$ cat src/sv/iee_pkg.sv
// Package for the infix expression evaluator: status codes, operator codes,
// character constants, controller types, the command/status and stack
// entry structs and the character decode functions. No dependencies.
package iee_pkg;

  // Status codes reported with each result
  localparam logic [2:0] ST_OK      = 3'd0;
  localparam logic [2:0] ST_DIVZERO = 3'd1;
  localparam logic [2:0] ST_DEEP    = 3'd2;
  localparam logic [2:0] ST_UNBAL   = 3'd3;
  localparam logic [2:0] ST_BADCHAR = 3'd4;

  // Pending operator codes
  localparam logic [1:0] OP_ADD = 2'd0;
  localparam logic [1:0] OP_SUB = 2'd1;
  localparam logic [1:0] OP_MUL = 2'd2;
  localparam logic [1:0] OP_DIV = 2'd3;

  // ASCII characters of the expression syntax
  localparam logic [7:0] CH_OPEN  = 8'h28;
  localparam logic [7:0] CH_CLOSE = 8'h29;
  localparam logic [7:0] CH_PLUS  = 8'h2B;
  localparam logic [7:0] CH_MINUS = 8'h2D;
  localparam logic [7:0] CH_STAR  = 8'h2A;
  localparam logic [7:0] CH_SLASH = 8'h2F;
  localparam logic [7:0] CH_SPACE = 8'h20;
  localparam logic [7:0] CH_ZERO  = 8'h30;
  localparam logic [7:0] CH_NINE  = 8'h39;

  typedef enum logic [2:0] {
    CLS_DIGIT, CLS_SPACE, CLS_OP, CLS_OPEN, CLS_CLOSE, CLS_BAD
  } cls_e;

  typedef enum logic [3:0] {
    CMD_NONE, CMD_LATCH, CMD_DIGIT, CMD_LOAD_NUM, CMD_SET_OP, CMD_PUSH,
    CMD_CLOSE, CMD_POP, CMD_ADDSUB, CMD_MUL0, CMD_MUL1, CMD_MUL2,
    CMD_DIV_START, CMD_DIV_DONE, CMD_ERR, CMD_FINISH
  } cmd_e;

  typedef enum logic [3:0] {
    S_IDLE, S_DISPATCH, S_CHAR, S_CLOSE_RD, S_TAKE, S_MUL1, S_MUL2,
    S_DIV_WAIT, S_POST, S_LAST_NUM, S_LAST_CHK, S_FINISH
  } state_e;

  typedef enum logic [1:0] {
    RET_CHAR, RET_POST, RET_LAST
  } ret_e;

  typedef struct packed {
    cmd_e       cmd;
    logic [2:0] err;
  } cmd_t;

  typedef struct packed {
    cls_e       cls;
    logic       in_number;
    logic       err_ok;
    logic       nest_zero;
    logic       nest_full;
    logic       last;
    logic [1:0] opsel;
    logic       opnd_zero;
    logic       div_done;
    logic       out_free;
  } stat_t;

  typedef struct packed {
    logic [63:0] sum;
    logic [63:0] term;
    logic        neg;
    logic [1:0]  op;
  } stk_t;

  // Sort a character into its syntax class
  function automatic cls_e classify(input logic [7:0] c);
    cls_e r;
    if (c >= CH_ZERO && c <= CH_NINE) r = CLS_DIGIT;
    else if (c == CH_SPACE) r = CLS_SPACE;
    else if (c == CH_PLUS || c == CH_MINUS || c == CH_STAR || c == CH_SLASH) r = CLS_OP;
    else if (c == CH_OPEN) r = CLS_OPEN;
    else if (c == CH_CLOSE) r = CLS_CLOSE;
    else r = CLS_BAD;
    return r;
  endfunction

  // Operator code of an operator character
  function automatic logic [1:0] op_of_char(input logic [7:0] c);
    logic [1:0] r;
    if (c == CH_MINUS) r = OP_SUB;
    else if (c == CH_STAR) r = OP_MUL;
    else if (c == CH_SLASH) r = OP_DIV;
    else r = OP_ADD;
    return r;
  endfunction

endpackage

$ cat src/sv/iee_ctrl.sv
// Controller state machine of the expression evaluator: sequences each
// character through the datapath by command. Depends on iee_pkg.
module iee_ctrl import iee_pkg::*; (
  input  logic  clk_i,
  input  logic  rst_ni,
  input  logic  in_valid_i,
  output logic  in_ready_o,
  input  stat_t stat_i,
  output cmd_t  cmd_o
);

  state_e state_q, state_d;
  ret_e   ret_q, ret_d;
  state_e ret_state;

  // Where an operand fold returns to
  always_comb begin
    unique case (ret_q)
      RET_CHAR: ret_state = S_CHAR;
      RET_POST: ret_state = S_POST;
      RET_LAST: ret_state = S_LAST_CHK;
      default:  ret_state = S_POST;
    endcase
  end

  // Next state
  always_comb begin
    state_d = state_q;
    ret_d   = ret_q;
    unique case (state_q)
      S_IDLE: if (in_valid_i) state_d = S_DISPATCH;
      S_DISPATCH: begin
        if (!stat_i.err_ok || stat_i.cls == CLS_DIGIT) begin
          state_d = S_POST;
        end else if (stat_i.in_number) begin
          state_d = S_TAKE;
          ret_d   = RET_CHAR;
        end else begin
          state_d = S_CHAR;
        end
      end
      S_CHAR: begin
        if (stat_i.err_ok && stat_i.cls == CLS_CLOSE && !stat_i.nest_zero) begin
          state_d = S_CLOSE_RD;
        end else begin
          state_d = S_POST;
        end
      end
      S_CLOSE_RD: begin
        state_d = S_TAKE;
        ret_d   = RET_POST;
      end
      S_TAKE: begin
        unique case (stat_i.opsel)
          OP_MUL:  state_d = S_MUL1;
          OP_DIV:  state_d = stat_i.opnd_zero ? ret_state : S_DIV_WAIT;
          default: state_d = ret_state;
        endcase
      end
      S_MUL1:     state_d = S_MUL2;
      S_MUL2:     state_d = ret_state;
      S_DIV_WAIT: if (stat_i.div_done) state_d = ret_state;
      S_POST:     state_d = stat_i.last ? S_LAST_NUM : S_IDLE;
      S_LAST_NUM: begin
        if (stat_i.err_ok && stat_i.in_number) begin
          state_d = S_TAKE;
          ret_d   = RET_LAST;
        end else begin
          state_d = S_LAST_CHK;
        end
      end
      S_LAST_CHK: state_d = S_FINISH;
      S_FINISH:   if (stat_i.out_free) state_d = S_IDLE;
      default:    state_d = S_IDLE;
    endcase
  end

  // Commands to the datapath
  always_comb begin
    cmd_o      = '{cmd: CMD_NONE, err: ST_OK};
    in_ready_o = 1'b0;
    unique case (state_q)
      S_IDLE: begin
        in_ready_o = 1'b1;
        if (in_valid_i) cmd_o.cmd = CMD_LATCH;
      end
      S_DISPATCH: begin
        if (stat_i.err_ok) begin
          if (stat_i.cls == CLS_DIGIT) cmd_o.cmd = CMD_DIGIT;
          else if (stat_i.in_number) cmd_o.cmd = CMD_LOAD_NUM;
        end
      end
      S_CHAR: begin
        if (stat_i.err_ok) begin
          unique case (stat_i.cls)
            CLS_OP: cmd_o.cmd = CMD_SET_OP;
            CLS_OPEN: begin
              if (stat_i.nest_full) cmd_o = '{cmd: CMD_ERR, err: ST_DEEP};
              else cmd_o.cmd = CMD_PUSH;
            end
            CLS_CLOSE: begin
              if (stat_i.nest_zero) cmd_o = '{cmd: CMD_ERR, err: ST_UNBAL};
              else cmd_o.cmd = CMD_CLOSE;
            end
            CLS_BAD: cmd_o = '{cmd: CMD_ERR, err: ST_BADCHAR};
            default: ;
          endcase
        end
      end
      S_CLOSE_RD: cmd_o.cmd = CMD_POP;
      S_TAKE: begin
        unique case (stat_i.opsel)
          OP_MUL: cmd_o.cmd = CMD_MUL0;
          OP_DIV: begin
            if (stat_i.opnd_zero) cmd_o = '{cmd: CMD_ERR, err: ST_DIVZERO};
            else cmd_o.cmd = CMD_DIV_START;
          end
          default: cmd_o.cmd = CMD_ADDSUB;
        endcase
      end
      S_MUL1:     cmd_o.cmd = CMD_MUL1;
      S_MUL2:     cmd_o.cmd = CMD_MUL2;
      S_DIV_WAIT: if (stat_i.div_done) cmd_o.cmd = CMD_DIV_DONE;
      S_LAST_NUM: if (stat_i.err_ok && stat_i.in_number) cmd_o.cmd = CMD_LOAD_NUM;
      S_LAST_CHK: begin
        if (stat_i.err_ok && !stat_i.nest_zero) cmd_o = '{cmd: CMD_ERR, err: ST_UNBAL};
      end
      S_FINISH: if (stat_i.out_free) cmd_o.cmd = CMD_FINISH;
      default: ;
    endcase
  end

  always_ff @(posedge clk_i or negedge rst_ni) begin
    if (!rst_ni) begin
      state_q <= S_IDLE;
      ret_q   <= RET_POST;
    end else begin
      state_q <= state_d;
      ret_q   <= ret_d;
    end
  end

endmodule

$ cat config.mk
export PLATFORM = sky130hd
export DESIGN_NAME = iee_ctrl
export DESIGN_NICKNAME = d
export VERILOG_FILES = /design/src/sv/iee_pkg.sv /design/src/sv/iee_ctrl.sv
export SDC_FILE = /design/constraint.sdc
export NUM_CORES = 1
export LEC_CHECK = 0
export BUFFER_PORTS_ARGS = -buffer_cell sky130_fd_sc_hd__buf_2
export CAP_MARGIN = 20
export CORE_MARGIN = 3
export CORE_UTILIZATION = 52
export CTS_BUF_LIST = sky130_fd_sc_hd__clkbuf_4 sky130_fd_sc_hd__clkbuf_8
export CTS_CLUSTER_SIZE = 30
export DETAILED_ROUTE_END_ITERATION = 6
export PLACE_DENSITY_LB_ADDON = 0.12
export SYNTH_ARGS = -nofsm -noshare
export SYNTH_HDL_FRONTEND = slang
export SYNTH_SLANG_ARGS = --single-unit
$ cat constraint.sdc
create_clock -name clk_i -period 1.8 [get_ports clk_i]
set_input_delay 0.36 -clock clk_i [delete_from_list [all_inputs] [get_ports clk_i]]
set_output_delay 0.36 -clock clk_i [all_outputs]
set_load 0.05 [all_outputs]
==> results of run 1 <==
per-stage QoR:
step | TNS [ns] | worst slack [ns] | std cells
floorplan | -0.185 | -0.130 | 118
global placement | -0.662 | -0.187 | 176
detailed placement | -0.789 | -0.209 | 176
CTS | -1.90 | -0.348 | 182
cells in the mapped netlist (4+ instances only):
master	n	area [um2]
nor2b_1	8	50.1
inv_1	4	15.0
nand2_1	14	52.6
nor2_1	18	67.6
nand3_1	5	25.0
o22ai_1	4	25.0
a21oi_1	5	25.0
nor3_1	4	20.0
o21ai_0	9	45.0
dfrtp_1	5	125
a22oi_1	4	30.0
what timing repair did:
action	CTS
endpoints found under the hold margin	5
endpoints found under the setup margin	8
hold buffers	1
gates cloned	0
pin swaps	5
gates resized for setup	22
setup buffers	1
kinds of logic after synthesis:
| family | Yosys count | synth area share, % |
|---|---|---|
| buffers and inverters | 10 | 5.90 |
| AND/OR/NAND/NOR | 66 | 43.6 |
| AO/OA/AOI/OAI | 36 | 30.7 |
| flip-flops | 6 | 19.8 |
==> run metrics, run 1 <==
synthesized area 763 um2; # H-tree levels 1; PortBufs 23; DPL Wire Length 2320 um; Synth async-reset ratio 100%; stop err [ERROR DPL-0038] Utilization greater than 100%, impossible to legalize; Clock Sinks 6; post-synthesis cell type count 36; clock root buffer clkbuf_4; Rows 13; FF+latch count, synth 6; pin count of the biggest net entering global routing 14; # IOs 24; Die Span Y ~44 um; starting density of the core a little under three fifths; top_reg_cell synth dfrtp_1; Routability Congestion ~0.95; number of synthesized flops with an enable pin 0; Worst EP Category output port; Cells after Synth approximately 120; status did not finish; post-synthesis sequential area ratio around a fifth; failing step global routing; CTS max path bufs 2; Avg Cell Area, Syn between 6 and 7 um2; syn_nets around 130; Inserted Clock Buffers 3; Die Wd about 44 um; number of synthesis warnings 0; placed inst area between 1000 and 1500 um2; post-GRT worst EP cmd_o[3]
==> inputs of run 2 (changes only) <==
Settings changed: CORE_AREA set to 3 3 64 66, CORE_MARGIN 3 to unset, CORE_UTILIZATION 52 to unset, CTS_BUF_LIST sky130_fd_sc_hd__clkbuf_4 sky130_fd_sc_hd__clkbuf_8 to unset, CTS_CLUSTER_SIZE 30 to unset, DIE_AREA set to 0 0 67 69, PLACE_DENSITY_LB_ADDON 0.12 to 0.15.
==> run 2 against run 1 <==
Effect of this change:
- the flow now finishes, with violations (negative setup slack)
- synthesized cell count is the same
- synthesized area is the same
==> run metrics, run 2 <==
Routability Congestion 0.947 (was 0.951); Avg Cell Area, Syn 6.47 um2 (unchanged); core area 3630 um2; Post-Route Utilization around 42%; DR vias/cell around 5.0; number of synthesis warnings 0 (unchanged); CTS clk-pin slew, worst paths approximately 0.040 ns; Clock Sinks 6 (unchanged); CTS max path bufs 2 (unchanged); post-synthesis cell type count 36 (unchanged); commonest non-fill, non-tap cell in the layout buf_4; Cells after Synth 118 (unchanged); DR iter-0 viols just over 70; DIE AREA 4620 um2; Synth async-reset ratio 100% (unchanged); most instantiated cells after synthesis nor2_1 (18), nand2_1 (14), o21ai_0 (9) (unchanged); design area 1540 um2; GR Overflow Total 0; initial antenna violation count 0; synth top area cells dfrtp_1 (16%), nor2_1 (8.9%), nand2_1 (6.9%), nor2b_1 (6.6%), o21ai_0 (5.9%) (unchanged); number of synthesized flops with an enable pin 0 (unchanged); final hold vios 0; PwrDens 1590 nW/um2; Fin Hold WS 0.489 ns; fraction of layout cells with a size suffix above 1 between 50% and 60%; commonest cells after routing, fill and taps aside buf_4 (44), buf_2 (15), nor2_1 (14); max reg flops 4; layout net count a little over 200; slew margin rel. a little under three quarters; clock root buffer clkbuf_8 (was clkbuf_4); Least-Margin Pin Slew ~0.41 ns; vias in the first global route 1187; # IOs 24 (unchanged); Rows 22 (was 13); failing checks negative setup slack; top_reg_cell synth dfrtp_1 (unchanged); GR Util All Layers about 15%; FF+latch count, synth 6 (unchanged); critical path type flop to output port; post-route clock period utilization 116%; most frequent cell after synthesis nor2_1 (unchanged); PortBufs 23 (unchanged); # H-tree levels 1 (unchanged); type of origin of the critical path flop; Post-Route Skew slightly below 0.005 ns; WP data required approximately 1.4 ns; worst-skew pair later-pin latency 0.22 ns; DPL Wire Length 2690 um (was 2320 um); DRT Pass-1 Iters 4; critical path fanouts, max 4; area leader, netlist dfrtp_1 (unchanged); area grow syn2layout 102%; synthesized area 763 um2 (unchanged); CTS tree done; CP endpoint kind output port; fin crit period ~2.1 ns; Die Wd 67 um (was 44.3 um); pin count of the biggest net entering global routing 14; first-pass GRT wire length around 5400 um; Post-route DRC 0; CP arrival roughly 1.7 ns; fmax between 400 and 500 MHz; Worst IR Drop VDD about 580 uV; antenna viol nets, final 0; pre-CTS setup slack -0.171 ns (was -0.209 ns); Max Cap Viol 0; RSZ-0062 raised after global routing yes; starting density of the core 21.0% (was 57.2%); post-synthesis sequential area ratio 19.8% (unchanged); path type of the worst min-delay path input pin to async pin; Die Span Y 69 um (was 44.3 um); Inserted Clock Buffers 3 (unchanged); Total Wirelength between 3000 and 4000 um; Setup Viol. Count Final 7; Largest Register state_q; WL per Instance 14.1 um; Fin Setup TNS -1.33 ns; post-synth top area share 16.4% (unchanged); Max Slew Vio Count 0; placed inst area 1280 um2 (was 1110 um2); Top Registers state_q: 4 flops, ret_q: 2 flops; worst setup slack after layout -0.292 ns; Vias roughly 1200; Antenna diodes 0; status complete, but fails checks (was did not finish); syn_nets 134 (unchanged); Leak 0.688 nW
[run 2: cell counts after synthesis]
No cell type changed its count.
[run 2: critical path: stages (launching register included)]
cell	delay (ns)
dfrtp_1	0.39
nand3b_1	0.18
or3_4	0.36
o31a_1	0.29
o311ai_4	0.09
buf_6	0.19
[run 2: kinds of logic (layout without fill, tap and decap cells)]
family / count (synthesis) / after routing / synth area share, %
compound gates: 36 / 36 / 30.7
buf+inv: 10 / 79 / 5.90
simple gates: 66 / 66 / 43.6
flops: 6 / 6 / 19.8
[run 2: worst paths after layout]
kind	from	end	slack (ns)	depth (start not counted)
worst min register to register	ret_q[1]	ret_q[1]	0.53	2
worst min-delay path	rst_ni	state_q[0]	0.49	2
worst max-delay path	state_q[0]	cmd_o[3]	-0.29	5
worst max register to register	state_q[2]	state_q[1]	0.13	8
min in group clk_i	ret_q[1]	ret_q[1]	0.53	2
max in group asynchronous	rst_ni	ret_q[0]	1.08	2
[run 2: final cells by class]
cell class	instances	area (um2)
multi-input combinational	102	717
inverter	4	15.0
fill	381	2090
sequential	6	153
timing repair buffer	71	551
tap	48	60.1
clock buffer	4	45.0
[run 2: per-layer routing]
layer	wire (um)	global-route usage, %	share of wire [%]	vias up
li1	-	-	-	568
met1	1400	19.7	42	558
met2	1620	24.3	49	38
met3	169	1.14	5.1	12
met4	136	6.76	4.1	0
met5	0	0	0	-
[run 2: through the flow]
stage          total power, W  instances
3_3_place_gp          0.00188        226
2_1_floorplan         0.00123        118
5_1_grt               0.00262        235
4_1_cts               0.00227        233
6_report              0.00245        235
3_5_place_dp          0.00187        226
[run 2: where the power goes]
group	switching [W]	internal [W]
Clock	0.0000619	0.000153
Sequential	0.0000676	0.000212
Combinational	0.00104	0.000913
Total	0.00117	0.00128
[run 2: timing repair]
item,in CTS,in global routing
hold buffers,1,0
pin swaps,5,7
setup endpoints to repair,8,9
hold endpoints to repair,5,0
buffers inserted,2,2
gates resized for setup,30,18
Power figures use the tool's default switching activity.
